--- config.mk ---
export PLATFORM = sky130hd
export DESIGN_NAME = bblur_out
export DESIGN_NICKNAME = d
export VERILOG_FILES = /design/src/sv/bblur_pkg.sv /design/src/sv/bblur_out.sv
export SDC_FILE = /design/constraint.sdc
export NUM_CORES = 1
export LEC_CHECK = 0
export ABC_AREA = 0
export BUFFER_PORTS_ARGS = -buffer_cell sky130_fd_sc_hd__buf_2
export CAP_MARGIN = 20
export CORE_ASPECT_RATIO = 0.7
export CORE_MARGIN = 3
export CORE_UTILIZATION = 44
export CTS_BUF_LIST = sky130_fd_sc_hd__clkbuf_16
export DETAILED_ROUTE_END_ITERATION = 6
export PLACE_DENSITY = 0.6
export SKIP_LAST_GASP = 1
export SYNTH_ARGS = -nofsm -noshare
export SYNTH_HDL_FRONTEND = slang
export SYNTH_SLANG_ARGS = --single-unit
--- constraint.sdc ---
create_clock -name i_clk -period 14.62 [get_ports i_clk]
set_input_delay 4.386 -clock i_clk [delete_from_list [all_inputs] [get_ports i_clk]]
set_output_delay 4.386 -clock i_clk [all_outputs]
set_load 0.01 [all_outputs]
--- src/sv/bblur_pkg.sv ---
// bblur_pkg: shared types, constants and the rounding divide of the 3x3 box blur
// used by every module of box_blur_3x3_border_aware_unit
`timescale 1ns / 1ps
`default_nettype none

package bblur_pkg;

    localparam int PIX_W             = 8;
    localparam int SUM_W             = 12;
    localparam int CNT_W             = 4;
    localparam int FRAME_W_W         = 11;
    localparam int FRAME_H_W         = 16;
    localparam int CFG_IDX_W         = 2;
    localparam int CFG_DATA_W        = 16;
    localparam int MAX_WIDTH_DEFAULT = 1024;
    localparam int PIPE_STAGES       = 3;
    localparam int FIFO_DEPTH        = 8;
    localparam int FIFO_PTR_W        = 3;
    localparam int FIFO_LVL_W        = 4;

    localparam logic [FRAME_W_W-1:0] FRAME_WIDTH_RESET  = 11'd1024;
    localparam logic [FRAME_H_W-1:0] FRAME_HEIGHT_RESET = 16'd768;

    localparam logic [CFG_IDX_W-1:0] CFG_FRAME_WIDTH  = 2'd0;
    localparam logic [CFG_IDX_W-1:0] CFG_FRAME_HEIGHT = 2'd1;

    // floor(y / 3) and floor(y / 9) as (y * mul) >> 16, exact for y below 32768
    localparam int              DIV_SHIFT = 16;
    localparam logic [14:0]     DIV3_MUL  = 15'd21846;
    localparam logic [14:0]     DIV9_MUL  = 15'd7282;

    typedef struct packed {
        logic [PIX_W-1:0] red;
        logic [PIX_W-1:0] green;
        logic [PIX_W-1:0] blue;
    } t_pixel;

    // index 0 upper row, 1 middle row, 2 lower row
    typedef t_pixel [2:0] t_column;

    typedef struct packed {
        t_pixel upper;
        t_pixel middle;
    } t_line_pair;

    typedef struct packed {
        logic emit;
        logic left_ok;
        logic right_ok;
        logic top_ok;
        logic bot_ok;
        logic row_end;
        logic frame_end;
    } t_ctl;

    typedef struct packed {
        logic [SUM_W-1:0] red;
        logic [SUM_W-1:0] green;
        logic [SUM_W-1:0] blue;
        logic [CNT_W-1:0] count;
        logic             row_end;
        logic             frame_end;
    } t_sums;

    typedef struct packed {
        t_pixel px;
        logic   row_end;
        logic   frame_end;
    } t_result;

    // floor((2*sum + count) / (2*count)) for count in 1, 2, 3, 4, 6, 9
    function automatic logic [PIX_W-1:0] round_mean(input logic [SUM_W-1:0] sum,
                                                    input logic [CNT_W-1:0] count);
        logic [SUM_W:0]    x;
        logic [SUM_W-1:0]  y;
        logic [14:0]       m;
        logic              use_mul;
        logic [SUM_W+14:0] p;
        logic [SUM_W-1:0]  q;
        x       = {sum, 1'b0} + (SUM_W+1)'(count);
        y       = x[SUM_W:1];
        m       = DIV3_MUL;
        use_mul = 1'b0;
        unique case (count)
            4'd1: begin
                y = x[SUM_W:1];
            end
            4'd2: begin
                y = SUM_W'(x[SUM_W:2]);
            end
            4'd4: begin
                y = SUM_W'(x[SUM_W:3]);
            end
            4'd3: begin
                y       = x[SUM_W:1];
                use_mul = 1'b1;
            end
            4'd6: begin
                y       = SUM_W'(x[SUM_W:2]);
                use_mul = 1'b1;
            end
            4'd9: begin
                y       = x[SUM_W:1];
                m       = DIV9_MUL;
                use_mul = 1'b1;
            end
            default: begin
                y = x[SUM_W:1];
            end
        endcase
        p = (SUM_W+15)'(y) * (SUM_W+15)'(m);
        q = use_mul ? SUM_W'(p[SUM_W+14:DIV_SHIFT]) : y;
        return (q > SUM_W'(255)) ? 8'hFF : q[PIX_W-1:0];
    endfunction

endpackage

`default_nettype wire

--- src/sv/bblur_out.sv ---
// bblur_out: rounding divide of the sums and the result queue in front of
// the output channel; uses bblur_pkg
`timescale 1ns / 1ps
`default_nettype none

module bblur_out import bblur_pkg::*; (
    input  logic                  i_clk,
    input  logic                  i_rst_n,
    input  logic                  i_sums_valid,
    input  t_sums                 i_sums,
    output logic [FIFO_LVL_W-1:0] o_level,
    output logic                  o_valid,
    input  logic                  i_ready,
    output t_result               o_result
);

    t_result               r_fifo [FIFO_DEPTH];
    logic [FIFO_PTR_W-1:0] r_wr_ptr;
    logic [FIFO_PTR_W-1:0] r_rd_ptr;
    logic [FIFO_LVL_W-1:0] r_level, n_level;

    t_result wr_item;
    logic    pop;

    always_comb begin
        wr_item.px.red    = round_mean(i_sums.red, i_sums.count);
        wr_item.px.green  = round_mean(i_sums.green, i_sums.count);
        wr_item.px.blue   = round_mean(i_sums.blue, i_sums.count);
        wr_item.row_end   = i_sums.row_end;
        wr_item.frame_end = i_sums.frame_end;
        o_valid           = r_level != '0;
        pop               = o_valid && i_ready;
        unique case ({i_sums_valid, pop})
            2'b10:   n_level = r_level + FIFO_LVL_W'(1);
            2'b01:   n_level = r_level - FIFO_LVL_W'(1);
            default: n_level = r_level;
        endcase
    end

    always_ff @(posedge i_clk) begin
        if (i_sums_valid) begin
            r_fifo[r_wr_ptr] <= wr_item;
        end
    end

    always_ff @(posedge i_clk) begin
        if (!i_rst_n) begin
            r_wr_ptr <= '0;
            r_rd_ptr <= '0;
            r_level  <= '0;
        end else begin
            if (i_sums_valid) begin
                r_wr_ptr <= r_wr_ptr + FIFO_PTR_W'(1);
            end
            if (pop) begin
                r_rd_ptr <= r_rd_ptr + FIFO_PTR_W'(1);
            end
            r_level <= n_level;
        end
    end

    assign o_result = r_fifo[r_rd_ptr];
    assign o_level  = r_level;

endmodule

`default_nettype wire

==> results_dict.tcl <==
set metrics [dict create \
    area_delta_synth_final_pct 8.14 \
    critPathLaunchType "input pin" \
    nets 2438 \
    drc 0 \
    worstPathRequired_ns 14.73 \
    grt_max_degree 53 \
    root_buffer "clkbuf_16" \
    maxCapViolCount 0 \
    tns_ns 0 \
    cts_buffer_depth 3 \
    rsz0062_at_grt "false" \
    dr_total_vias 13980 \
    synth_nets 2372 \
    cts_tree "yes" \
    grt_pass1_wl_um 83700 \
    cts_setup_buffers 0 \
    crit_top_cell "fa_1" \
    die_h_um 188 \
    pin_count 77 \
    drv_slew 0 \
    synthTopCellsByArea "edfxtp_1, fa_1, ha_1" \
    pre_cts_slack_ns 1.76 \
    nFillCells 4101 \
    worst-endpoint-arrival_ns 12.69 \
    die-area_um2 49900 \
    skew_ns 0.0135 \
    hp-class "reg2reg" \
    synth_edf_count 208 \
    cts_resized 0 \
    rows 65 \
    syn_inst 1870 \
    wl_um 52900 \
    yosysSeqAreaShare_pct 31.3 \
    crit_type "in2reg" \
    async_reset_ff_share_pct 0 \
    grt_antenna_before_repair 3 \
    cts_sinks 221 \
    tightest_slew_ns 1.11 \
    htree_levels 1 \
    syn_area_um2 20800 \
    worst_slack_ns 2.04 \
    numCtsBuffers 18 \
    ys_ff_latch 221 \
    outcome "finished, final reports clean" \
    drt_iter0_drc 1292 \
    dp_cells 2519 \
    cts_hold_buf 0 \
    setup_viol 0 \
    first_pass_iters 7 \
    final_antenna_net_count 0 \
    cp-end-kind "flip-flop" \
    hpwl_um 42300 \
    core-area_um2 45800 \
    portBuffers 76 \
    hold_violations 0 \
    layout-drive-gt1-share_pct 11.4 \
    ys_types 71 \
    r2r_cells 10 \
    cp_slowest_cell "o21ai_0" \
    period_share_pct 86.0 \
    die_w_um 266 \
    instances_no_fill 2550 \
    slew_headroom_pct 26.0 \
    wl_per_cell_um 20.8 \
    yosysTopAreaCellShare_pct 30.1 \
    max_stage_delay_ns 0.83 \
    maxClockFrequency_ghz 0.0795 \
    clk_pin_slew_ns 0.07 \
    fin_crit_ns 12.58 \
    grt_overflow 0 \
    place_congestion 0.954 \
    clock_latency_ns 0.48 \
    via_per_inst 5.48 \
    avgSynthCellArea_um2 11.1 \
    worst_hold_path.num_cells 2 \
    synth_ff_type "edfxtp_1" \
    initial_utilization_pct 45.3 \
    track_usage_pct 21.8 \
    synth_top_cell_by_area "edfxtp_1" \
    grt_pass1_vias 14400 \
    yosys_warnings 0 \
    crit_path_max_fanout 8 \
]
-- layout by cell type, fill, tap and decap left out, types with 17 or more instances in the layout --
| cell | netlist | routed |
|---|---|---|
| xor2_1 | 33 | 33 |
| xnor2_1 | 30 | 30 |
| o22ai_1 | 21 | 21 |
| edfxtp_1 | 208 | 208 |
| and2_1 | 17 | 17 |
| fa_1 | 196 | 196 |
| nand2_1 | 104 | 104 |
| o211ai_1 | 23 | 23 |
| ha_1 | 260 | 260 |
| nor2_1 | 95 | 89 |
| nand3_1 | 23 | 23 |
| clkbuf_16 | 0 | 19 |
| inv_1 | 436 | 439 |
| a21o_1 | 29 | 29 |
| mux4_2 | 52 | 52 |
| mux2_2 | 27 | 27 |
| buf_2 | 2 | 76 |
| o21ai_0 | 27 | 27 |
| a21oi_1 | 65 | 65 |
-- kinds of logic after synthesis --
group / after synthesis / share of synthesized area, %
and+or+nand+nor: 325 / 7.49
muxes: 84 / 7.35
buffers and inverters: 479 / 8.67
AOI/OAI and AO/OA: 242 / 7.93
adders and majority gates: 456 / 34.6
DFF: 221 / 31.3
xor gates and xnor gates: 63 / 2.66
-- sequential cells by signal (all words and copies together) (netlist names), named ones only --
name / flops
r_fifo: 208
o_level: 4
r_rd_ptr: 3
r_wr_ptr: 3
-- per-layer routing --
metal	up-vias	GRT usage [%]	wire length (um)
met5	-	0	0
met4	0	2.74	603
met3	48	5.18	5200
met2	613	31.0	21700
met1	6874	34.4	25400
li1	6445	-	-
-- cell usage after synthesis (11+ instances only) --
| cell | number |
|---|---|
| a21o_1 | 29 |
| a21oi_1 | 65 |
| and2_1 | 17 |
| clkbuf_1 | 34 |
| dfxtp_1 | 13 |
| edfxtp_1 | 208 |
| fa_1 | 196 |
| ha_1 | 260 |
| inv_1 | 436 |
| mux2_2 | 27 |
| mux4_2 | 52 |
| nand2_1 | 104 |
| nand3_1 | 23 |
| nand4_1 | 15 |
| nor2_1 | 95 |
| nor2b_1 | 14 |
| nor3_1 | 13 |
| o211ai_1 | 23 |
| o21ai_0 | 27 |
| o21ai_1 | 11 |
| o22ai_1 | 21 |
| xnor2_1 | 30 |
| xor2_1 | 33 |
-- metrics by stage --
step                      cell area (um^2)  hold slack (ns)  utilization [%]
after global placement               21900            0.475             47.8
after CTS                            22400            0.516             49.0
final                                22500            0.507             49.0
after floorplan                      20800            0.467                -
after global routing                 22400            0.549             49.0
after detailed placement             21900            0.507             47.8
-- final cells by class --
type / count / area, um^2 / share of cell area, %
Antenna cell: 1 / 2.50 / 0.0111
Clock buffer: 19 / 475 / 2.12
Clock inverter: 11 / 73.8 / 0.329
Inverter: 436 / 1640 / 7.29
Multi-Input combinational cell: 1170 / 12500 / 55.8
Sequential cell: 221 / 6510 / 29.0
Tap cell: 603 / 754 / 3.36
Timing Repair Buffer: 89 / 478 / 2.13
-- worst max-delay path, delay by kind of cell --
kind                     cells  cell delay [ns]
AO/OA/AOI/OAI                9             3.63
XOR/XNOR                     2             0.39
adder cells (fa/ha/maj)      7             3.22
buffers and inverters        5             0.58
AND/OR/NAND/NOR              3             0.44
-- final timing paths --
kind	slack, ns	end	from
setup / recovery	2.04	r_fifo[5][3]	i_sums[4]
hold / removal	0.51	flip-flop	r_rd_ptr[1]
setup reg to reg	12.05	o_level[3]	o_level[0]
hold reg to reg	0.51	flip-flop	r_rd_ptr[1]
Power is not shown: default switching activity piles up to over one toggle a cycle in this logic, so the estimate is an artifact.
