[config.mk]
export PLATFORM = sky130hd
export DESIGN_NAME = bblur_window
export DESIGN_NICKNAME = d
export VERILOG_FILES = /design/src/sv/bblur_pkg.sv /design/src/sv/bblur_window.sv
export SDC_FILE = /design/constraint.sdc
export NUM_CORES = 1
export LEC_CHECK = 0
export CAP_MARGIN = 5
export CORE_MARGIN = 2
export CORE_UTILIZATION = 60
export DETAILED_ROUTE_END_ITERATION = 12
export DONT_BUFFER_PORTS = 1
export PLACE_DENSITY_LB_ADDON = 0.1
export SYNTH_ARGS = -nofsm -noshare
export SYNTH_HDL_FRONTEND = slang
export SYNTH_SLANG_ARGS = --single-unit
[constraint.sdc]
create_clock -name i_clk -period 14.1 [get_ports i_clk]
set_input_delay 4.23 -clock i_clk [delete_from_list [all_inputs] [get_ports i_clk]]
set_output_delay 4.23 -clock i_clk [all_outputs]
set_load 0.01 [all_outputs]
[src/sv/bblur_pkg.sv]
// bblur_pkg: shared types, constants and the rounding divide of the 3x3 box blur
// used by every module of box_blur_3x3_border_aware_unit
`timescale 1ns / 1ps
`default_nettype none

package bblur_pkg;

    localparam int PIX_W             = 8;
    localparam int SUM_W             = 12;
    localparam int CNT_W             = 4;
    localparam int FRAME_W_W         = 11;
    localparam int FRAME_H_W         = 16;
    localparam int CFG_IDX_W         = 2;
    localparam int CFG_DATA_W        = 16;
    localparam int MAX_WIDTH_DEFAULT = 1024;
    localparam int PIPE_STAGES       = 3;
    localparam int FIFO_DEPTH        = 8;
    localparam int FIFO_PTR_W        = 3;
    localparam int FIFO_LVL_W        = 4;

    localparam logic [FRAME_W_W-1:0] FRAME_WIDTH_RESET  = 11'd1024;
    localparam logic [FRAME_H_W-1:0] FRAME_HEIGHT_RESET = 16'd768;

    localparam logic [CFG_IDX_W-1:0] CFG_FRAME_WIDTH  = 2'd0;
    localparam logic [CFG_IDX_W-1:0] CFG_FRAME_HEIGHT = 2'd1;

    // floor(y / 3) and floor(y / 9) as (y * mul) >> 16, exact for y below 32768
    localparam int              DIV_SHIFT = 16;
    localparam logic [14:0]     DIV3_MUL  = 15'd21846;
    localparam logic [14:0]     DIV9_MUL  = 15'd7282;

    typedef struct packed {
        logic [PIX_W-1:0] red;
        logic [PIX_W-1:0] green;
        logic [PIX_W-1:0] blue;
    } t_pixel;

    // index 0 upper row, 1 middle row, 2 lower row
    typedef t_pixel [2:0] t_column;

    typedef struct packed {
        t_pixel upper;
        t_pixel middle;
    } t_line_pair;

    typedef struct packed {
        logic emit;
        logic left_ok;
        logic right_ok;
        logic top_ok;
        logic bot_ok;
        logic row_end;
        logic frame_end;
    } t_ctl;

    typedef struct packed {
        logic [SUM_W-1:0] red;
        logic [SUM_W-1:0] green;
        logic [SUM_W-1:0] blue;
        logic [CNT_W-1:0] count;
        logic             row_end;
        logic             frame_end;
    } t_sums;

    typedef struct packed {
        t_pixel px;
        logic   row_end;
        logic   frame_end;
    } t_result;

    // floor((2*sum + count) / (2*count)) for count in 1, 2, 3, 4, 6, 9
    function automatic logic [PIX_W-1:0] round_mean(input logic [SUM_W-1:0] sum,
                                                    input logic [CNT_W-1:0] count);
        logic [SUM_W:0]    x;
        logic [SUM_W-1:0]  y;
        logic [14:0]       m;
        logic              use_mul;
        logic [SUM_W+14:0] p;
        logic [SUM_W-1:0]  q;
        x       = {sum, 1'b0} + (SUM_W+1)'(count);
        y       = x[SUM_W:1];
        m       = DIV3_MUL;
        use_mul = 1'b0;
        unique case (count)
            4'd1: begin
                y = x[SUM_W:1];
            end
            4'd2: begin
                y = SUM_W'(x[SUM_W:2]);
            end
            4'd4: begin
                y = SUM_W'(x[SUM_W:3]);
            end
            4'd3: begin
                y       = x[SUM_W:1];
                use_mul = 1'b1;
            end
            4'd6: begin
                y       = SUM_W'(x[SUM_W:2]);
                use_mul = 1'b1;
            end
            4'd9: begin
                y       = x[SUM_W:1];
                m       = DIV9_MUL;
                use_mul = 1'b1;
            end
            default: begin
                y = x[SUM_W:1];
            end
        endcase
        p = (SUM_W+15)'(y) * (SUM_W+15)'(m);
        q = use_mul ? SUM_W'(p[SUM_W+14:DIV_SHIFT]) : y;
        return (q > SUM_W'(255)) ? 8'hFF : q[PIX_W-1:0];
    endfunction

endpackage

`default_nettype wire

[src/sv/bblur_window.sv]
// bblur_window: three-column window and the masked neighbor sums and count
// of each emitting item; uses bblur_pkg
`timescale 1ns / 1ps
`default_nettype none

module bblur_window import bblur_pkg::*; (
    input  logic    i_clk,
    input  logic    i_rst_n,
    input  logic    i_restart,
    input  logic    i_col_valid,
    input  t_column i_col,
    input  t_ctl    i_col_ctl,
    output logic    o_sums_valid,
    output t_sums   o_sums,
    output logic    o_s2_busy,
    output logic    o_s3_busy
);

    t_column r_win [3];
    logic    r_s2_valid;
    t_ctl    r_s2_ctl;
    logic    r_s3_valid;
    t_sums   r_s3_sums;

    t_sums      n_sums;
    logic [2:0] col_en;
    logic [2:0] row_en;

    always_ff @(posedge i_clk) begin
        if (!i_rst_n || i_restart) begin
            for (int s = 0; s < 3; s++) begin
                r_win[s] <= '0;
            end
        end else if (i_col_valid) begin
            r_win[0] <= r_win[1];
            r_win[1] <= r_win[2];
            r_win[2] <= i_col;
        end
    end

    always_comb begin
        col_en = {r_s2_ctl.right_ok, 1'b1, r_s2_ctl.left_ok};
        row_en = {r_s2_ctl.bot_ok, 1'b1, r_s2_ctl.top_ok};
        n_sums = '0;
        for (int s = 0; s < 3; s++) begin
            for (int r = 0; r < 3; r++) begin
                if (col_en[s] && row_en[r]) begin
                    n_sums.red   = n_sums.red + SUM_W'(r_win[s][r].red);
                    n_sums.green = n_sums.green + SUM_W'(r_win[s][r].green);
                    n_sums.blue  = n_sums.blue + SUM_W'(r_win[s][r].blue);
                    n_sums.count = n_sums.count + CNT_W'(1);
                end
            end
        end
        n_sums.row_end   = r_s2_ctl.row_end;
        n_sums.frame_end = r_s2_ctl.frame_end;
    end

    always_ff @(posedge i_clk) begin
        if (i_col_valid) begin
            r_s2_ctl <= i_col_ctl;
        end
        if (r_s2_valid) begin
            r_s3_sums <= n_sums;
        end
    end

    always_ff @(posedge i_clk) begin
        if (!i_rst_n) begin
            r_s2_valid <= 1'b0;
            r_s3_valid <= 1'b0;
        end else begin
            r_s2_valid <= i_col_valid;
            r_s3_valid <= r_s2_valid && r_s2_ctl.emit;
        end
    end

    assign o_sums_valid = r_s3_valid;
    assign o_sums       = r_s3_sums;
    assign o_s2_busy    = r_s2_valid;
    assign o_s3_busy    = r_s3_valid;

endmodule

`default_nettype wire

==> results of run 1 <==
==> worst paths after layout <==
kind | slack, ns | startpoint | to | cells after the start
worst max-delay path | 3.85 | col_en[0] | o_sums[29] | 46
worst min register to register | 0.43 | n_sums[0] | o_sums[0] | 0
worst min-delay path | 0.43 | n_sums[0] | o_sums[0] | 0
worst max register to register | 3.85 | col_en[0] | o_sums[29] | 46
==> power by group <==
| group | switching, mW | internal, mW | leakage [nW] |
|---|---|---|---|
| Clock | 0.328 | 0.487 | 0.479 |
| Combinational | 0.452 | 0.332 | 6.18 |
| Sequential | 0.0423 | 0.934 | 3.00 |
| Total | 0.822 | 1.75 | 9.66 |
==> cell families after synthesis <==
kind of cell / Yosys count / synth area share [%]
AO/OA/AOI/OAI: 491 / 14.9
AND/OR/NAND/NOR: 669 / 17.0
adder cells (fa/ha/maj): 223 / 14.5
buffers and inverters: 194 / 3.62
multiplexers: 71 / 3.74
XOR/XNOR: 167 / 7.36
flip-flops: 267 / 39.0
==> layout by cell type (no fill, tap or decap), types with 5 or more instances in the layout <==
| master | Yosys | layout |
|---|---|---|
| and3_1 | 5 | 5 |
| or3_1 | 8 | 8 |
| o21ai_0 | 123 | 123 |
| fa_1 | 24 | 24 |
| nor2_1 | 166 | 166 |
| o31ai_1 | 9 | 9 |
| edfxtp_1 | 265 | 265 |
| nand2b_1 | 35 | 35 |
| xnor2_1 | 110 | 110 |
| o21bai_1 | 22 | 22 |
| a31o_2 | 5 | 5 |
| ha_1 | 198 | 198 |
| nor2b_1 | 42 | 42 |
| o21a_1 | 34 | 34 |
| o211ai_1 | 9 | 9 |
| clkinv_1 | 0 | 6 |
| and2_1 | 234 | 234 |
| a21oi_1 | 142 | 142 |
| a21o_1 | 49 | 49 |
| nand3_1 | 19 | 19 |
| nand2_1 | 113 | 113 |
| o21ai_1 | 19 | 19 |
| mux2i_1 | 34 | 34 |
| xor2_1 | 52 | 52 |
| inv_1 | 128 | 128 |
| clkbuf_16 | 0 | 29 |
| o31a_1 | 5 | 5 |
| bufinv_16 | 0 | 6 |
| a21boi_0 | 13 | 13 |
| nor3_1 | 18 | 18 |
| buf_4 | 1 | 10 |
| nand3b_1 | 5 | 5 |
| clkinvlp_4 | 0 | 5 |
| a31oi_1 | 7 | 7 |
| a211oi_1 | 19 | 19 |
| mux2_2 | 36 | 36 |
==> worst reg2reg max path: cells and delay by family, from the launching register on <==
| kind | cells | cell delay (ns) |
|---|---|---|
| adder cells (fa/ha/maj) | 9 | 2.60 |
| AO/OA/AOI/OAI | 13 | 2.59 |
| AND/OR/NAND/NOR | 12 | 2.13 |
| buffers and inverters | 4 | 0.88 |
| XOR/XNOR | 5 | 0.80 |
| multiplexers | 3 | 0.64 |
| flip-flops | 1 | 0.33 |
==> layer usage <==
metal,up-vias,GRT usage [%],wire [um]
met2,463,37.1,18500
met5,-,0,0
met3,54,3.91,3550
met4,0,4.96,822
li1,7296,-,-
met1,6959,42.4,23600
==> area by class of cell <==
type,instances,area share (%)
Timing Repair Buffer,11,0.433
Sequential cell,267,36.5
Tap cell,448,2.55
Clock buffer,30,3.32
Multi-Input combinational cell,1621,53.7
Clock inverter,23,1.30
Inverter,128,2.19
==> metrics by stage <==
stage                     cells  utilization [%]
after floorplan            2082                -
after global placement     2475             62.3
after detailed placement   2475             62.3
after CTS                  2528             65.3
after global routing       2528             65.3
final                      2528             65.3
==> flip-flops by register name, summed over array words and instances, names as in the netlist <==
signal	cells
r_s2_ctl	3
o_s2_busy	1
o_s3_busy	1
r_win	216
o_sums	42
n_sums	2
col_en	2
==> reports/metrics.cfg, run 1 <==
[drt]
drtPass1Iterations = 7
wl_mm = 46.5
routedWlPerCell_um = 18.4
drt_iter0_markers = 1364
viasPerCell = 5.84
num_vias = 14772
ant_nets = 0
drc = 0

[die]
core_area_um2 = 33600
chipWidth_um = 189
dieArea_um2 = 35700
start_util_pct = 61.1
io_pins = 128
rows = 67
die_y_um = 189

[critical_path]
end_kind = register
crit_path_frequent_cell = ha_1
worstSetupPathType = reg -> reg
path_buf_inv = 4
cp.required_ns = 14.40
cp_max_fo = 46
cp_top_family = compound AO/OA/AOI/OAI gates
cp.arrival_ns = 10.55
critPathSlowestCell = a21oi_1
start_kind = register
critPathMaxStageDelay_ns = 0.45

[finish]
final_layout_size_suffix_gt1_share_pct = 5.77
fin_nets = 2363
syn2layout_area_growth_pct = 6.89
register_area_um2 = 8000
multi_input_area_um2 = 11800
fill_cells = 2576
fin_area_um2 = 21900
num_antenna_cells = 0

[pwr]
p_total_mw = 2.58
p_per_area_nw_per_um2 = 117
leakagePower_nw = 9.66
peakVddDrop_mv = 0.124

[global_route]
overflow = 0
grt_pass1_wl_mm = 74.6
grt_max_degree = 198
antenna_found_initial = 0
grt_pass1_vias = 14256
grt_use_total_pct = 26.2

[synth]
ys_seq_area_share_pct = 39.0
yosys_warnings = 0
syn_area_um2 = 20500
synthFlopType = edfxtp_1
avgSynthCellArea_um2 = 9.86
synth.top_cells.by_count = 265 x edfxtp_1, 234 x and2_1, 198 x ha_1
synthTopCellsByArea = edfxtp_1 39%, ha_1 12%, and2_1 7.1%, xnor2_1 4.7%, a21oi_1 3.5%
yosysTopAreaCellShare_pct = 38.8
synth_edf_count = 265
ys_seq_elements = 267
yosysTopAreaCell = edfxtp_1
synthMostInstantiatedCell = edfxtp_1
synth.distinct_cells = 81
synth_nets = 2387
syn_inst = 2082
async_flop_share_pct = 0

[run]
cap_violations = 0

[timing]
fin_skew_ns = 0.0104
hold_ws_ns = 0.426
tns_ns = 0
hold_violations = 0
drv_slew = 0
grt_setup_unrepaired = no
setup_viol = 0
fin_crit_sh_pct = 72.7
setup_slack_ns = 3.85
tightest_slew_ns = 1.27
relSlewSlack_pct = 14.2
period_needed_ns = 10.25
fmax_ghz = 0.0976

[placement]
placed_area_um2 = 20900
gp_congestion = 0.911
dp_slack_ns = 3.93
dp_hpwl_mm = 34.6
io_buffers = 0

[clock_network]
cts_tree = yes
clk_latency_ns = 0.55
cts-resized-gates = 0
cts_root_buffer = clkbuf_16
clock_sink_count = 267
htreeDepth = 1
clockBufferDepth = 3
post_cts.repair.setup_buffers = 0
cts_made_buffers = 29
cts-hold-fix-buffers = 0
path_clk_slew_ns = 0.06

[worst_hold_path]
hp-class = reg -> reg

[status]
outcome = complete, no violations

Power figures use the tool's default switching activity.
==> run 2: changes to the inputs <==
==> constraint.sdc (replaced) <==
create_clock -name i_clk -period 10.15 [get_ports i_clk]
set_input_delay 3.045 -clock i_clk [delete_from_list [all_inputs] [get_ports i_clk]]
set_output_delay 3.045 -clock i_clk [all_outputs]
set_load 0.01 [all_outputs]
==> reports/metrics.cfg, run 2 (same netlist as run 1, synthesis figures left out) <==
[critical_path]
r2r_setup_slack_ns = 0.64  ; -3.21 ns
end_kind = register
r2r-start = r_s2_ctl[3]
cp.arrival_ns = 9.80  ; -0.75 ns
worstSetupStartpoint = r_s2_ctl[3]
critPathMaxStageDelay_ns = 0.64  ; +0.19 ns
start_kind = register
cp_top_family = adder cells
reg2reg_to = o_sums[41]
cp.required_ns = 10.44  ; -3.96 ns
crit_cells = 37  ; -20%
critPathSlowestCell = fa_1
worstSetupPathType = reg -> reg
cp_max_fo = 25  ; -46%
crit_end = o_sums[41]
reg2reg_depth = 37  ; -20%
crit_path_frequent_cell = fa_1
path_buf_inv = 8  ; +4

[finish]
final_common_cell = edfxtp_1
final_cells = 2533  ; +0.20%
top_register = r_win
largest_reg_flops = 216  ; unchanged
num_antenna_cells = 0  ; unchanged
fin_nets = 2366  ; +0.13%
final_layout_size_suffix_gt1_share_pct = 6.24  ; +0.47 points
mostFrequentLayoutCells = 265 x edfxtp_1, 234 x and2_1, 198 x ha_1
syn2layout_area_growth_pct = 7.41

[die]
dieArea_um2 = 35700  ; unchanged
io_pins = 128  ; unchanged
chipWidth_um = 189  ; unchanged
core_area_um2 = 33600  ; unchanged
die_y_um = 189  ; unchanged
rows = 67  ; unchanged
start_util_pct = 61.1  ; unchanged

[timing]
drv_slew = 0  ; unchanged
period_needed_ns = 9.51  ; -0.737 ns
fmax_ghz = 0.105  ; +7.8%
tightest_slew_ns = 1.15  ; -0.122 ns
tns_ns = 0  ; unchanged
setup_slack_ns = 0.641  ; -3.21 ns
setup_viol = 0  ; unchanged
grt_setup_unrepaired = yes
hold_violations = 0  ; unchanged
fin_crit_sh_pct = 93.7  ; +21 points
relSlewSlack_pct = 22.5  ; +8.2 points
hold_ws_ns = 0.418  ; -0.00793 ns
fin_skew_ns = 0.0232  ; +0.0128 ns

[clock_network]
clockBufferDepth = 3  ; unchanged
cts_root_buffer = clkbuf_16
clock_sink_count = 267  ; unchanged
cts_tree = yes
clk_latency_ns = 0.58  ; +0.03 ns
cts_made_buffers = 30  ; +3.4%
htreeDepth = 1  ; unchanged
path_clk_slew_ns = 0.06  ; about the same
post_cts.repair.setup_buffers = 0  ; unchanged

[pwr]
p_per_area_nw_per_um2 = 165  ; +40%
p_total_mw = 3.63  ; +41%
leakagePower_nw = 9.69  ; +0.31%
peakVddDrop_mv = 0.162  ; +31%

[drt]
wl_mm = 46.3  ; -0.56%
drt_iter0_markers = 1257  ; -7.8%
ant_nets = 0  ; unchanged
drc = 0  ; unchanged
routedWlPerCell_um = 18.3  ; -0.76%
drtPass1Iterations = 5  ; -2
viasPerCell = 5.83  ; -0.31%
num_vias = 14756  ; -0.11%

[worst_hold_path]
hp-class = reg -> reg

[placement]
dp_slack_ns = 0.735  ; -3.20 ns
dp_hpwl_mm = 34.4  ; -0.44%
gp_congestion = 0.888  ; -2.5%
io_buffers = 0  ; unchanged
dp.cells = 2477  ; +0.081%

[global_route]
grt_pass1_wl_mm = 73.6  ; -1.4%
grt_max_degree = 190  ; -4.0%
overflow = 0  ; unchanged
grt_use_total_pct = 25.7  ; -0.47 points
grt_pass1_vias = 14036  ; -1.5%
antenna_found_initial = 1  ; +1

[run]
cap_violations = 0  ; unchanged

[status]
outcome = complete, no violations

run 2: per-layer routing:
| metal | part of all wire (%) | GRT usage (%) |
|---|---|---|
| met1 | 51 | 42.3 |
| met2 | 40 | 36.4 |
| met3 | 7.5 | 3.39 |
| met4 | 0.98 | 3.79 |
| met5 | 0 | 0 |
run 2: metrics by stage:
step	cell area, um^2	util, %
3_5_place_dp	20900	62.3
6_report	22000	65.6
2_1_floorplan	20500	-
3_3_place_gp	20900	62.3
5_1_grt	22000	65.6
4_1_cts	22000	65.5
run 2: power by group:
group / switching [mW] / internal, mW
clock network: 0.463 / 0.719
logic: 0.627 / 0.465
registers: 0.0582 / 1.30
total: 1.15 / 2.48
run 2: how the worst min path moves through the flow:
| stage | depth (start not counted) | slack, ns | endpoint | startpoint |
|---|---|---|---|---|
| floorplan | 0 | 0.40 | o_sums[0] | n_sums[0] |
| global placement | 0 | 0.40 | o_sums[0] | n_sums[0] |
| detailed placement | 0 | 0.42 | o_sums[1] | n_sums[1] |
| CTS | 0 | 0.42 | o_sums[0] | n_sums[0] |
| global route | 0 | 0.45 | o_sums[1] | n_sums[1] |
| finish | 0 | 0.42 | o_sums[0] | n_sums[0] |
run 2: final cells by class:
type	instances	area (um^2)
Fill cell	2582	11600
Clock inverter	22	305
Timing Repair Buffer	13	114
Multi-Input combinational cell	1621	11800
Inverter	128	480
Sequential cell	267	8000
Clock buffer	34	766
Tap cell	448	561
run 2: repair_timing:
item,4_1_cts,5_1_grt
resized for setup,0,13
hold buffers,0,0
setup endpoints to repair,0,9
