===== src/sv/bblur_pkg.sv =====
// bblur_pkg: shared types, constants and the rounding divide of the 3x3 box blur
// used by every module of box_blur_3x3_border_aware_unit
`timescale 1ns / 1ps
`default_nettype none

package bblur_pkg;

    localparam int PIX_W             = 8;
    localparam int SUM_W             = 12;
    localparam int CNT_W             = 4;
    localparam int FRAME_W_W         = 11;
    localparam int FRAME_H_W         = 16;
    localparam int CFG_IDX_W         = 2;
    localparam int CFG_DATA_W        = 16;
    localparam int MAX_WIDTH_DEFAULT = 1024;
    localparam int PIPE_STAGES       = 3;
    localparam int FIFO_DEPTH        = 8;
    localparam int FIFO_PTR_W        = 3;
    localparam int FIFO_LVL_W        = 4;

    localparam logic [FRAME_W_W-1:0] FRAME_WIDTH_RESET  = 11'd1024;
    localparam logic [FRAME_H_W-1:0] FRAME_HEIGHT_RESET = 16'd768;

    localparam logic [CFG_IDX_W-1:0] CFG_FRAME_WIDTH  = 2'd0;
    localparam logic [CFG_IDX_W-1:0] CFG_FRAME_HEIGHT = 2'd1;

    // floor(y / 3) and floor(y / 9) as (y * mul) >> 16, exact for y below 32768
    localparam int              DIV_SHIFT = 16;
    localparam logic [14:0]     DIV3_MUL  = 15'd21846;
    localparam logic [14:0]     DIV9_MUL  = 15'd7282;

    typedef struct packed {
        logic [PIX_W-1:0] red;
        logic [PIX_W-1:0] green;
        logic [PIX_W-1:0] blue;
    } t_pixel;

    // index 0 upper row, 1 middle row, 2 lower row
    typedef t_pixel [2:0] t_column;

    typedef struct packed {
        t_pixel upper;
        t_pixel middle;
    } t_line_pair;

    typedef struct packed {
        logic emit;
        logic left_ok;
        logic right_ok;
        logic top_ok;
        logic bot_ok;
        logic row_end;
        logic frame_end;
    } t_ctl;

    typedef struct packed {
        logic [SUM_W-1:0] red;
        logic [SUM_W-1:0] green;
        logic [SUM_W-1:0] blue;
        logic [CNT_W-1:0] count;
        logic             row_end;
        logic             frame_end;
    } t_sums;

    typedef struct packed {
        t_pixel px;
        logic   row_end;
        logic   frame_end;
    } t_result;

    // floor((2*sum + count) / (2*count)) for count in 1, 2, 3, 4, 6, 9
    function automatic logic [PIX_W-1:0] round_mean(input logic [SUM_W-1:0] sum,
                                                    input logic [CNT_W-1:0] count);
        logic [SUM_W:0]    x;
        logic [SUM_W-1:0]  y;
        logic [14:0]       m;
        logic              use_mul;
        logic [SUM_W+14:0] p;
        logic [SUM_W-1:0]  q;
        x       = {sum, 1'b0} + (SUM_W+1)'(count);
        y       = x[SUM_W:1];
        m       = DIV3_MUL;
        use_mul = 1'b0;
        unique case (count)
            4'd1: begin
                y = x[SUM_W:1];
            end
            4'd2: begin
                y = SUM_W'(x[SUM_W:2]);
            end
            4'd4: begin
                y = SUM_W'(x[SUM_W:3]);
            end
            4'd3: begin
                y       = x[SUM_W:1];
                use_mul = 1'b1;
            end
            4'd6: begin
                y       = SUM_W'(x[SUM_W:2]);
                use_mul = 1'b1;
            end
            4'd9: begin
                y       = x[SUM_W:1];
                m       = DIV9_MUL;
                use_mul = 1'b1;
            end
            default: begin
                y = x[SUM_W:1];
            end
        endcase
        p = (SUM_W+15)'(y) * (SUM_W+15)'(m);
        q = use_mul ? SUM_W'(p[SUM_W+14:DIV_SHIFT]) : y;
        return (q > SUM_W'(255)) ? 8'hFF : q[PIX_W-1:0];
    endfunction

endpackage

`default_nettype wire


===== src/sv/bblur_ctrl.sv =====
// bblur_ctrl: configuration registers, input and output position counters,
// item acceptance and per-item border flags; uses bblur_pkg
`timescale 1ns / 1ps
`default_nettype none

module bblur_ctrl import bblur_pkg::*; #(
    parameter int  MAX_WIDTH = MAX_WIDTH_DEFAULT,
    localparam int AW        = (MAX_WIDTH > 1) ? $clog2(MAX_WIDTH) : 1,
    localparam int WW        = $clog2(MAX_WIDTH + 1)
) (
    input  logic                   i_clk,
    input  logic                   i_rst_n,
    input  logic                   i_cfg_valid,
    output logic                   o_cfg_ready,
    input  logic [CFG_IDX_W-1:0]   i_cfg_index,
    input  logic [CFG_DATA_W-1:0]  i_cfg_data,
    input  logic                   i_in_valid,
    output logic                   o_in_ready,
    input  logic                   i_action,
    input  t_pixel                 i_pix,
    input  logic [PIPE_STAGES-1:0] i_busy,
    input  logic [FIFO_LVL_W-1:0]  i_fifo_level,
    output logic                   o_issue,
    output logic [AW-1:0]          o_issue_col,
    output t_pixel                 o_issue_pix,
    output t_ctl                   o_issue_ctl,
    output logic                   o_restart
);

    logic [FRAME_W_W-1:0] r_frame_width, n_frame_width;
    logic [FRAME_H_W-1:0] r_frame_height, n_frame_height;
    logic [AW-1:0]        r_in_col, n_in_col;
    logic [FRAME_H_W:0]   r_in_row, n_in_row;
    logic [AW-1:0]        r_out_col, n_out_col;
    logic [FRAME_H_W-1:0] r_out_row, n_out_row;

    logic [WW-1:0]        w_eff;
    logic [FRAME_H_W-1:0] h_eff;
    logic                 draining;
    logic                 emit;
    logic                 col_last;
    logic                 rend;
    logic                 out_row_last;
    logic                 fend;
    logic                 take;
    logic                 restart;
    logic [FIFO_LVL_W:0]  occupied;

    always_ff @(posedge i_clk) begin
        if (!i_rst_n) begin
            r_frame_width  <= FRAME_WIDTH_RESET;
            r_frame_height <= FRAME_HEIGHT_RESET;
            r_in_col       <= '0;
            r_in_row       <= '0;
            r_out_col      <= '0;
            r_out_row      <= '0;
        end else begin
            r_frame_width  <= n_frame_width;
            r_frame_height <= n_frame_height;
            r_in_col       <= n_in_col;
            r_in_row       <= n_in_row;
            r_out_col      <= n_out_col;
            r_out_row      <= n_out_row;
        end
    end

    always_comb begin
        occupied = {1'b0, i_fifo_level};
        for (int i = 0; i < PIPE_STAGES; i++) begin
            occupied = occupied + (FIFO_LVL_W+1)'(i_busy[i]);
        end
        o_in_ready  = occupied < (FIFO_LVL_W+1)'(FIFO_DEPTH);
        o_cfg_ready = 1'b1;

        if (r_frame_width == '0) begin
            w_eff = WW'(1);
        end else if (32'(r_frame_width) > MAX_WIDTH) begin
            w_eff = WW'(MAX_WIDTH);
        end else begin
            w_eff = WW'(r_frame_width);
        end
        h_eff = (r_frame_height == '0) ? FRAME_H_W'(1) : r_frame_height;

        draining     = r_in_row >= {1'b0, h_eff};
        emit         = (r_in_row > (FRAME_H_W+1)'(1))
                    || ((r_in_row == (FRAME_H_W+1)'(1)) && (r_in_col != '0));
        col_last     = (32'(r_in_col) + 32'd1) >= 32'(w_eff);
        rend         = (32'(r_out_col) + 32'd1) >= 32'(w_eff);
        out_row_last = ({1'b0, r_out_row} + (FRAME_H_W+1)'(1)) >= {1'b0, h_eff};
        fend         = rend && out_row_last;
        take         = i_in_valid && o_in_ready && (draining || !i_action);

        o_issue               = take;
        o_issue_col           = r_in_col;
        o_issue_pix           = draining ? '0 : i_pix;
        o_issue_ctl.emit      = emit;
        o_issue_ctl.left_ok   = r_out_col != '0;
        o_issue_ctl.right_ok  = !rend && (r_in_col != '0);
        o_issue_ctl.top_ok    = r_out_row != '0;
        o_issue_ctl.bot_ok    = !out_row_last;
        o_issue_ctl.row_end   = rend;
        o_issue_ctl.frame_end = fend;

        n_frame_width  = r_frame_width;
        n_frame_height = r_frame_height;
        n_in_col       = r_in_col;
        n_in_row       = r_in_row;
        n_out_col      = r_out_col;
        n_out_row      = r_out_row;
        restart        = 1'b0;

        if (i_cfg_valid) begin
            unique case (i_cfg_index)
                CFG_FRAME_WIDTH: begin
                    n_frame_width = i_cfg_data[FRAME_W_W-1:0];
                    restart       = 1'b1;
                end
                CFG_FRAME_HEIGHT: begin
                    n_frame_height = i_cfg_data[FRAME_H_W-1:0];
                    restart        = 1'b1;
                end
                default: begin
                end
            endcase
        end

        if (restart) begin
            n_in_col  = '0;
            n_in_row  = '0;
            n_out_col = '0;
            n_out_row = '0;
        end else if (take) begin
            if (col_last) begin
                n_in_col = '0;
                n_in_row = r_in_row + (FRAME_H_W+1)'(1);
            end else begin
                n_in_col = r_in_col + AW'(1);
            end
            if (emit) begin
                priority if (fend) begin
                    n_in_col  = '0;
                    n_in_row  = '0;
                    n_out_col = '0;
                    n_out_row = '0;
                end else if (rend) begin
                    n_out_col = '0;
                    n_out_row = r_out_row + FRAME_H_W'(1);
                end else begin
                    n_out_col = r_out_col + AW'(1);
                end
            end
        end
        o_restart = restart;
    end

endmodule

`default_nettype wire


===== config.mk =====
export PLATFORM = sky130hd
export DESIGN_NAME = bblur_ctrl
export DESIGN_NICKNAME = d
export VERILOG_FILES = /design/src/sv/bblur_pkg.sv /design/src/sv/bblur_ctrl.sv
export SDC_FILE = /design/constraint.sdc
export NUM_CORES = 1
export LEC_CHECK = 0
export ABC_AREA = 1
export CORE_MARGIN = 4
export CORE_UTILIZATION = 40
export DETAILED_ROUTE_END_ITERATION = 8
export DONT_BUFFER_PORTS = 1
export SETUP_SLACK_MARGIN = 0.2
export SLEW_MARGIN = 5
export SYNTH_ARGS = -nofsm -noshare
export SYNTH_HDL_FRONTEND = slang
export SYNTH_SLANG_ARGS = --single-unit

===== constraint.sdc =====
create_clock -name i_clk -period 7 [get_ports i_clk]
set_input_delay 0.35 -clock i_clk [delete_from_list [all_inputs] [get_ports i_clk]]
set_output_delay 0.35 -clock i_clk [all_outputs]
set_load 0.005 [all_outputs]

==> impl_metrics.py, run 1 <==
metrics = {
    "routing": {
        "wl_mm": 16.30,
        "drtIter0Drc": 346,
        "vias_per_cell": 4.981,
        "drt_first_pass_iters": 6,
        "ant_nets": 0,
        "drc": 0,
        "post_drt_wl_per_cell_um": 14.16,
        "vias": 5733,
    },
    "worst_setup_path": {
        "worst_setup_path_start_kind": "register",
        "worstPathRequired_ns": 7.24,
        "path_max_fanout": 33,
        "r2r-start": "r_out_col[0]",
        "r2r-end": "r_out_row[4]",
        "crit_arrival_ns": 4.26,
        "r2r_cells": 13,
        "r2r_slack_ns": 2.98,
        "critPathKind": "reg -> reg",
        "cp-end-kind": "register",
    },
    "clock_network": {
        "clk_pin_slew_ns": 0.06,
        "post_cts_buffers": 0,
        "cts_root_buf": "clkbuf_16",
        "numCtsBuffers": 9,
        "insertion_delay_ns": 0.35,
        "cts_sinks": 80,
        "cts_tree": "done",
        "ctsHoldBuffers": 0,
        "cts-resized-gates": 0,
        "cts_buffer_depth": 2,
        "cts.htree.levels": 3,
    },
    "grt": {
        "grt_usage_pct": 18.26,
        "grt_pass1_wl_mm": 26.01,
        "antenna_found_initial": 0,
        "grt_pass1_vias": 5147,
        "overflow": 0,
        "grt_max_degree": 34,
    },
    "floorplan": {
        "design.core.area_um2": 15200,
        "dieArea_um2": 17550,
        "io_pins": 99,
        "initial_core_util_pct": 40.77,
        "die_h_um": 132.5,
        "die_w_um": 132.5,
        "std_cell_rows": 45,
    },
    "synth": {
        "synthesis.nets": 1093,
        "synth_top_area_share_pct": 25.84,
        "synth.cell_area_um2": 6197,
        "yosys.area.top_type": "dfxtp_1",
        "ys_types": 41,
        "syn_inst": 975,
        "ys_seq_elements": 80,
        "yosys-top-cells-area": "dfxtp_1 (26%), nand2_1 (14%), ha_1 (13%), inv_1 (8.9%), nor2_1 (8.9%)",
        "synthArstFlopShare_pct": 0,
        "yosys_warnings": 0,
        "syn_avg_cell_area_um2": 6.356,
        "synth_edf_count": 0,
        "ys_seq_area_share_pct": 25.84,
        "synth_flop_cell": "dfxtp_1",
    },
    "cells_and_area": {
        "drive_above_1_share_pct": 5.192,
        "final_cells": 1151,
        "layout.nets": 1076,
        "diodes": 0,
        "area_growth_pct": 7.389,
        "postLayoutCoreUtil_pct": 43.78,
    },
    "worst_hold_path": {
        "hold_start": "i_rst_n",
        "hold_class": "in -> reg",
        "min_path_cells": 1,
        "hold_path_end": "r_frame_width[10]",
    },
    "placed_design": {
        "hpwl_mm": 12.51,
        "dp_cells": 1135,
        "portBuffers": 0,
        "routabilityCongestion": 0.8684,
    },
    "pwr": {
        "p_comb_share_pct": 8.6,
        "ir_drop_mv": 0.1124,
        "seqPwrFrac_pct": 40.4,
        "intPower_mw": 0.8860,
        "p_clk_share_pct": 51.0,
        "power.switching_mw": 0.2743,
        "p_sw_share_pct": 23.64,
        "p_leak_nw": 3.257,
        "p_per_area_nw_per_um2": 174.4,
    },
    "status": {
        "status": "finished clean",
    },
    "timing": {
        "slew_viol_final": 0,
        "tightest_slew_ns": 0.8587,
        "finalHoldViolCount": 0,
        "max_freq_mhz": 248.5,
        "skew_ns": 0.008000,
        "min_period_ns": 4.024,
        "setup_tns_ns": 0,
        "finalSetupViolCount": 0,
        "max-slew-margin-rel_pct": 42.62,
        "fin_crit_sh_pct": 57.49,
        "grt_setup_unrepaired": "no",
    },
    "run": {
        "drv_cap": 0,
    },
}
[state kept, by name, indices dropped and copies added (netlist names)]
name            cells
r_out_col          10
r_frame_width      11
r_out_row          16
r_frame_height     16
r_in_row           17
o_issue_col        10
[through the flow]
stage          area [um2]  total power, mW  hold slack (ns)  worst slack [ns]
2_1_floorplan        6197           0.5573           0.4484             4.195
3_3_place_gp         6286           0.5776           0.4576             3.092
3_5_place_dp         6286           0.5785           0.4627             2.971
4_1_cts              6655            1.178          0.09176             2.954
5_1_grt              6655            1.212          0.09638             2.598
6_report             6655            1.160           0.1107             2.976
[final cells by class]
cell class              count  area [um2]
well taps                 188       235.2
fillers                  1638        8547
clock buffers              10       239.0
repair buffers              2       15.01
flip-flops and latches     80        1602
inverters                 152       573.1
multi-input cells         713        3861
clock inverters             6       130.1
[cell usage after synthesis (2+ instances only)]
| cell type | count |
|---|---|
| nand2_1 | 230 |
| inv_1 | 147 |
| nor2_1 | 147 |
| dfxtp_1 | 80 |
| a21oi_1 | 71 |
| ha_1 | 63 |
| o21ai_0 | 43 |
| nand3_1 | 40 |
| nand4_1 | 28 |
| xor2_1 | 21 |
| nor3_1 | 15 |
| clkbuf_1 | 14 |
| nor2_4 | 9 |
| buf_2 | 8 |
| buf_4 | 6 |
| nor2_2 | 6 |
| nor4_1 | 6 |
| nand2_2 | 5 |
| o21ai_1 | 4 |
| clkinv_1 | 3 |
| nand2_4 | 3 |
| o211ai_1 | 3 |
| o21a_1 | 3 |
| nand3b_1 | 2 |
| or2_2 | 2 |
[per-layer routing]
| metal | global-route usage [%] | share of wire (%) | vias to the layer above |
|---|---|---|---|
| li1 | - | - | 3055 |
| met1 | 22.30 | 45 | 2500 |
| met2 | 31.99 | 48 | 160 |
| met3 | 4.867 | 5.7 | 18 |
| met4 | 4.503 | 1.2 | 0 |
| met5 | 0 | 0 | - |
[worst max path at each step]
stage,slack (ns),cells past startpoint,start,to
global route,2.60,13,r_out_col[0],r_out_row[4]
detailed placement,2.97,13,r_out_col[0],r_out_row[4]
finish,2.98,13,r_out_col[0],r_out_row[4]
floorplan,4.20,15,r_out_col[0],o_issue_col[1]
global placement,3.09,13,r_out_col[0],r_out_row[4]
CTS,2.95,13,r_out_col[0],r_out_row[4]
[cells by family (layout without fill, tap and decap cells)]
family	Yosys count	in the layout	synth area share [%]
AO/OA/AOI/OAI	127	127	10.64
XOR/XNOR	22	22	3.109
adder cells (fa/ha/maj)	64	64	13.04
buffers and inverters	182	170	11.89
flip-flops	80	80	25.84
other	1	1	0.06051
AND/OR/NAND/NOR	499	499	35.41
[critical path, stage by stage (launching register included)]
cell and delay, ns:
dfxtp_1 0.37, inv_1 0.09, nor3_1 0.52, nand2_1 0.16, o21ai_0 0.24, nand2_1 0.09
ha_1 0.29, nand2_1 0.07, nor2_1 0.16, nand3_1 0.10, nand4_1 0.56, nand4_2 0.78
o21ai_0 0.41, nor2_1 0.06
[power groups by stage]
stage          Combinational, mW  Sequential, mW  Clock [mW]
2_1_floorplan             0.0804           0.477           0
3_3_place_gp              0.0992           0.478           0
3_5_place_dp               0.100           0.478           0
4_1_cts                    0.100           0.468       0.609
5_1_grt                    0.115           0.469       0.628
6_report                  0.0997           0.468       0.592
[cells in the final DEF (no fill, tap or decap), types with 21 or more instances in the layout]
cell / instances
xor2_1: 21
dfxtp_1: 80
ha_1: 63
a21oi_1: 71
inv_1: 147
nand2_1: 230
nand4_1: 28
nand3_1: 40
nor2_1: 146
o21ai_0: 43
(Power assumes the default switching activity.)
==> run 2: changes to the inputs <==
==> constraint.sdc (replaced) <==
create_clock -name i_clk -period 3.7 [get_ports i_clk]
set_input_delay 0.185 -clock i_clk [delete_from_list [all_inputs] [get_ports i_clk]]
set_output_delay 0.185 -clock i_clk [all_outputs]
set_load 0.005 [all_outputs]
==> run 2 against run 1 <==
Against the previous run:
- sequential share of layout area shrank 0.53 points
- worst hold slack worse by 0.078 ns
- sequential power increased by 89%
- critical path type is now reg -> out
==> impl_metrics.py, run 2 (synthesis results as in run 1) <==
metrics = {
    "status": {
        "status": "finished clean",
    },
    "pwr": {
        "p_per_area_nw_per_um2": 305.9,
        "ir_drop_mv": 0.2191,
        "total_power_mw": 2.081,
        "p_leak_nw": 3.320,
    },
    "worst_setup_path": {
        "path_cells": "inv_1, nand4_1, o41ai_2, ha_1, inv_1, nor2_1, nand3_1, nand2_1, a21oi_1, nand3_1, nand2_2, inv_2",
        "path_max_fanout": 20,
        "slowest_delay_ns": 0.48,
        "crit_arrival_ns": 3.03,
        "cpMaxStageDelayCell": "o41ai_2",
        "worstPathRequired_ns": 3.51,
        "cp_top_family": "simple AND/OR/NAND/NOR gates",
        "worst_setup_path_start_kind": "register",
        "cp_num_buf_inv": 3,
        "critPathKind": "reg -> out",
        "cp-end-kind": "output pin",
    },
    "cells_and_area": {
        "layout.nets": 1096,
        "largest_registers": "r_in_row: 17 flops, r_frame_height: 16 flops, r_out_row: 16 flops",
        "regMostFlops": "r_in_row",
        "area_growth_pct": 9.792,
        "final_cells": 1171,
        "drive_above_1_share_pct": 5.900,
        "largest_reg_flops": 17,
        "layout_commonest_cell": "nand2_1",
        "design_area_um2": 6804,
        "diodes": 0,
        "layout_common_cells": "nand2_1 (230), inv_1 (147), nor2_1 (146)",
    },
    "routing": {
        "drt_first_pass_iters": 5,
        "wl_mm": 16.85,
        "drc": 0,
        "ant_nets": 0,
        "post_drt_wl_per_cell_um": 14.39,
        "vias": 5827,
        "vias_per_cell": 4.976,
        "drtIter0Drc": 370,
    },
    "timing": {
        "fin_crit_sh_pct": 86.80,
        "setup_tns_ns": 0,
        "min_period_ns": 3.212,
        "worst_slack_ns": 0.4884,
        "skew_ns": 0.006846,
        "tightest_slew_ns": 0.8903,
        "max-slew-margin-rel_pct": 40.45,
        "slew_viol_final": 0,
        "finalSetupViolCount": 0,
        "grt_setup_unrepaired": "no",
        "max_freq_mhz": 311.4,
        "finalHoldViolCount": 0,
    },
    "clock_network": {
        "numCtsBuffers": 9,
        "cts.htree.levels": 3,
        "cts_buffer_depth": 2,
        "cts_root_buf": "clkbuf_16",
        "cts_tree": "done",
        "clk_pin_slew_ns": 0.06,
        "cts_sinks": 80,
        "insertion_delay_ns": 0.35,
    },
    "grt": {
        "antenna_found_initial": 0,
        "grt_max_degree": 34,
        "overflow": 0,
        "grt_usage_pct": 19.23,
        "grt_pass1_vias": 5377,
        "grt_pass1_wl_mm": 27.35,
    },
    "floorplan": {
        "initial_core_util_pct": 40.77,
        "die_h_um": 132.5,
        "std_cell_rows": 45,
        "design.core.area_um2": 15200,
        "io_pins": 99,
        "dieArea_um2": 17550,
        "die_w_um": 132.5,
    },
    "placed_design": {
        "dpl_cell_area_um2": 6331,
        "portBuffers": 0,
        "post-place-ws_ns": 0.3637,
        "dp_cells": 1141,
        "routabilityCongestion": 0.8667,
        "hpwl_mm": 12.88,
    },
    "worst_hold_path": {
        "hold_class": "in -> reg",
    },
    "run": {
        "drv_cap": 0,
    },
}
[run 2: repair_timing]
action | 4_1_cts | 5_1_grt
setup buffers | 0 | 1
setup endpoints to repair | 0 | 78
endpoints found under the hold margin | 27 | 0
gates resized for setup | 0 | 2
hold buffers | 13 | 0
[run 2: cell type report]
type	count	area (um2)
Fill cell	1625	8398
Sequential cell	80	1602
Clock buffer	11	242.7
Timing Repair Buffer	22	197.7
Clock inverter	5	80.08
Tap cell	188	235.2
Multi-Input combinational cell	713	3874
Inverter	152	573.1
[run 2: metal layers]
layer,GRT usage (%),share of wire [%],up-vias
met5,0,0,-
met4,5.889,1.8,0
met3,4.601,5.2,22
met2,33.64,48,158
met1,23.37,45,2546
li1,-,-,3101
[run 2: stage by stage]
step	hold WS (ns)	utilization [%]
finish	0.03315	44.76
global route	0.02821	44.76
CTS	0.02273	44.63
detailed placement	0.2979	41.65
global placement	0.2931	41.65
floorplan	0.3154	-
[run 2: worst register-to-register path, cell delays in order (launching register included)]
cell	delay [ns]
dfxtp_1	0.30
inv_1	0.14
nand4_1	0.19
o41ai_2	0.48
ha_1	0.32
inv_1	0.05
nor2_1	0.04
nand3_1	0.08
nand2_1	0.05
a21oi_1	0.16
nand3_1	0.35
nand2_2	0.30
nor2_4	0.09
inv_1	0.25
nand2_1	0.08
a21oi_1	0.14
[run 2: worst paths after layout]
path / from / slack [ns] / end / cells after the start
worst max-delay path: r_frame_height[15] / 0.49 / o_issue / 12
worst min-delay path: i_cfg_data[13] / 0.03 / r_frame_height[13] / 2
worst max register to register: r_frame_height[15] / 0.57 / r_out_col[3] / 15
worst min register to register: r_out_col[9] / 0.47 / r_out_col[9] / 2
[run 2: power breakdown]
part | leakage (nW) | total, mW | internal, mW | switching [mW]
Combinational | 2.52 | 0.210 | 0.0676 | 0.142
Clock | 0.152 | 0.986 | 0.609 | 0.377
Sequential | 0.648 | 0.886 | 0.877 | 0.00842
Total | 3.32 | 2.08 | 1.55 | 0.528
==> run 3: changes to the inputs <==
==> constraint.sdc (replaced) <==
create_clock -name i_clk -period 2.95 [get_ports i_clk]
set_input_delay 0.1475 -clock i_clk [delete_from_list [all_inputs] [get_ports i_clk]]
set_output_delay 0.1475 -clock i_clk [all_outputs]
set_load 0.005 [all_outputs]
==> run 3 against run 2 <==
Against the previous run:
- the flow now finishes with violations (negative setup slack)
- clock power up 24%
- sequential share of layout area down 5.1 points
- clock-buffer cell count up 3
- die area unchanged
- non-clock buffer count up 89
- first-iteration DRC count down 7.0%
- cell area up 32%
- worst hold slack worse by 0.020 ns
- critical path depth up 7
- routed wire length up 21%
- global-route usage up 0.69 points
- critical path type unchanged
- critical endpoint is now o_issue_ctl[0]
- largest cell class unchanged
==> impl_metrics.py, run 3 (synthesis results as in run 1) <==
metrics = {
    "worst_setup_path": {
        "crit_arrival_ns": 2.81,
        "critPathKind": "reg -> out",
        "worstSetupStartpoint": "r_out_row[0]",
        "worstPathRequired_ns": 2.80,
        "cp-end-kind": "output pin",
        "path_max_fanout": 4,
        "r2r-start": "r_out_row[0]",
        "worst_setup_path_start_kind": "register",
    },
    "placed_design": {
        "dpl_cell_area_um2": 6684,
        "portBuffers": 0,
        "post-place-ws_ns": 0.01654,
        "routabilityCongestion": 0.8466,
        "dp_cells": 1184,
        "hpwl_mm": 13.14,
    },
    "grt": {
        "antenna_found_initial": 1,
        "grt_max_degree": 34,
        "grt_usage_pct": 19.92,
        "grt_pass1_wl_mm": 28.57,
        "grt_pass1_vias": 5756,
        "overflow": 0,
    },
    "routing": {
        "drc": 0,
        "ant_nets": 0,
        "vias_per_cell": 5.134,
        "post_drt_wl_per_cell_um": 16.12,
        "drt_first_pass_iters": 5,
        "vias": 6494,
        "wl_mm": 20.39,
        "drtIter0Drc": 344,
    },
    "worst_hold_path": {
        "hold_class": "in -> reg",
        "hold_start": "i_cfg_data[2]",
    },
    "cells_and_area": {
        "drive_above_1_share_pct": 33.46,
        "regMostFlops": "r_in_row",
        "layout_commonest_cell": "nand2_1",
        "final_cells": 1265,
        "layout.nets": 1189,
        "design_area_um2": 8969,
        "largest_registers": "r_in_row: 17 flops, r_frame_height: 16 flops, r_out_row: 16 flops",
        "largest_reg_flops": 17,
        "area_growth_pct": 44.72,
        "layout_common_cells": "nand2_1 (186), inv_1 (129), nor2_1 (101)",
    },
    "clock_network": {
        "insertion_delay_ns": 0.36,
        "numCtsBuffers": 9,
        "cts.htree.levels": 3,
        "clk_pin_slew_ns": 0.07,
        "cts_buffer_depth": 2,
        "cts_root_buf": "clkbuf_16",
        "cts_tree": "done",
        "cts_sinks": 80,
    },
    "status": {
        "violations": "negative setup slack",
        "status": "complete, but fails checks",
    },
    "timing": {
        "worst_slack_ns": -0.004248,
        "skew_ns": 0.009827,
        "grt_setup_unrepaired": "yes",
        "finalHoldViolCount": 0,
        "finalSetupViolCount": 1,
        "fin_crit_sh_pct": 100.1,
        "slew_viol_final": 0,
        "max-slew-margin-rel_pct": 32.20,
        "max_freq_mhz": 338.5,
        "min_period_ns": 2.954,
        "tightest_slew_ns": 1.016,
        "whs_ns": 0.01344,
    },
    "floorplan": {
        "io_pins": 99,
        "std_cell_rows": 45,
        "design.core.area_um2": 15200,
        "initial_core_util_pct": 40.77,
        "dieArea_um2": 17550,
        "die_w_um": 132.5,
        "die_h_um": 132.5,
    },
    "run": {
        "drv_cap": 0,
    },
    "pwr": {
        "ir_drop_mv": 0.3146,
        "p_leak_nw": 4.104,
        "p_per_area_nw_per_um2": 304.8,
    },
}
run 3: path summary, 6_finish.rpt:
kind                            cells after the start                end  slack (ns)
worst max-delay path                               19     o_issue_ctl[0]      -0.004
worst min-delay path                                2  r_frame_height[2]        0.01
worst max register to register                     21      r_out_row[13]        0.02
worst min register to register                      2       r_out_col[9]        0.50
run 3: metrics by stage:
stage | TNS, ns | power [mW] | utilization [%]
finish | -0.004248 | 2.734 | 59.00
global route | -5.037 | 2.838 | 59.00
CTS | 0 | 2.675 | 49.21
detailed placement | 0 | 1.405 | 43.97
global placement | 0 | 1.403 | 43.97
floorplan | 0 | 1.322 | -
run 3: power by group:
group | internal [mW] | switching [mW]
Combinational | 0.158 | 0.247
Sequential | 1.09 | 0.0149
Clock | 0.748 | 0.475
Total | 2.00 | 0.737
run 3: layer usage:
metal	vias to the layer above	track usage, %	part of all wire, %
li1	3288	-	-
met1	3027	24.03	42
met2	154	35.08	52
met3	25	5.171	4.7
met4	0	5.485	1.6
met5	-	0	0
run 3: cell type report:
class                      count  area [um2]
tap                          188       235.2
clock inverter                 2       35.03
timing repair buffer         111        1102
clock buffer                  14       284.0
inverter                     152       605.6
fill                        1340        6233
multi-input combinational    716        5044
sequential                    80        1652
antenna                        1       2.502
timing repair inverter         1       8.758
run 3: repair_timing:
item	CTS	global route
endpoints found under the hold margin	27	0
pin swaps	22	95
cloned	1	12
buffers inserted	13	24
hold buffers	14	0
endpoints found under the setup margin	51	82
gates resized for setup	59	276
run 3: worst max-delay path: stages (launching register included):
cell and delay, ns:
dfxtp_4 0.39, ha_4 0.15, inv_1 0.06, nor2_4 0.15, nand2_4 0.09, nor2_4 0.13, nand2_2 0.08, xor2_2 0.17
ha_1 0.31, nand2_2 0.06, nor2_2 0.10, nand2_1 0.06, o21ai_1 0.16, nand2_1 0.07, nand2_1 0.07, nor2_2 0.05
nand2_4 0.11, nand2_4 0.07, inv_4 0.06, buf_6 0.09
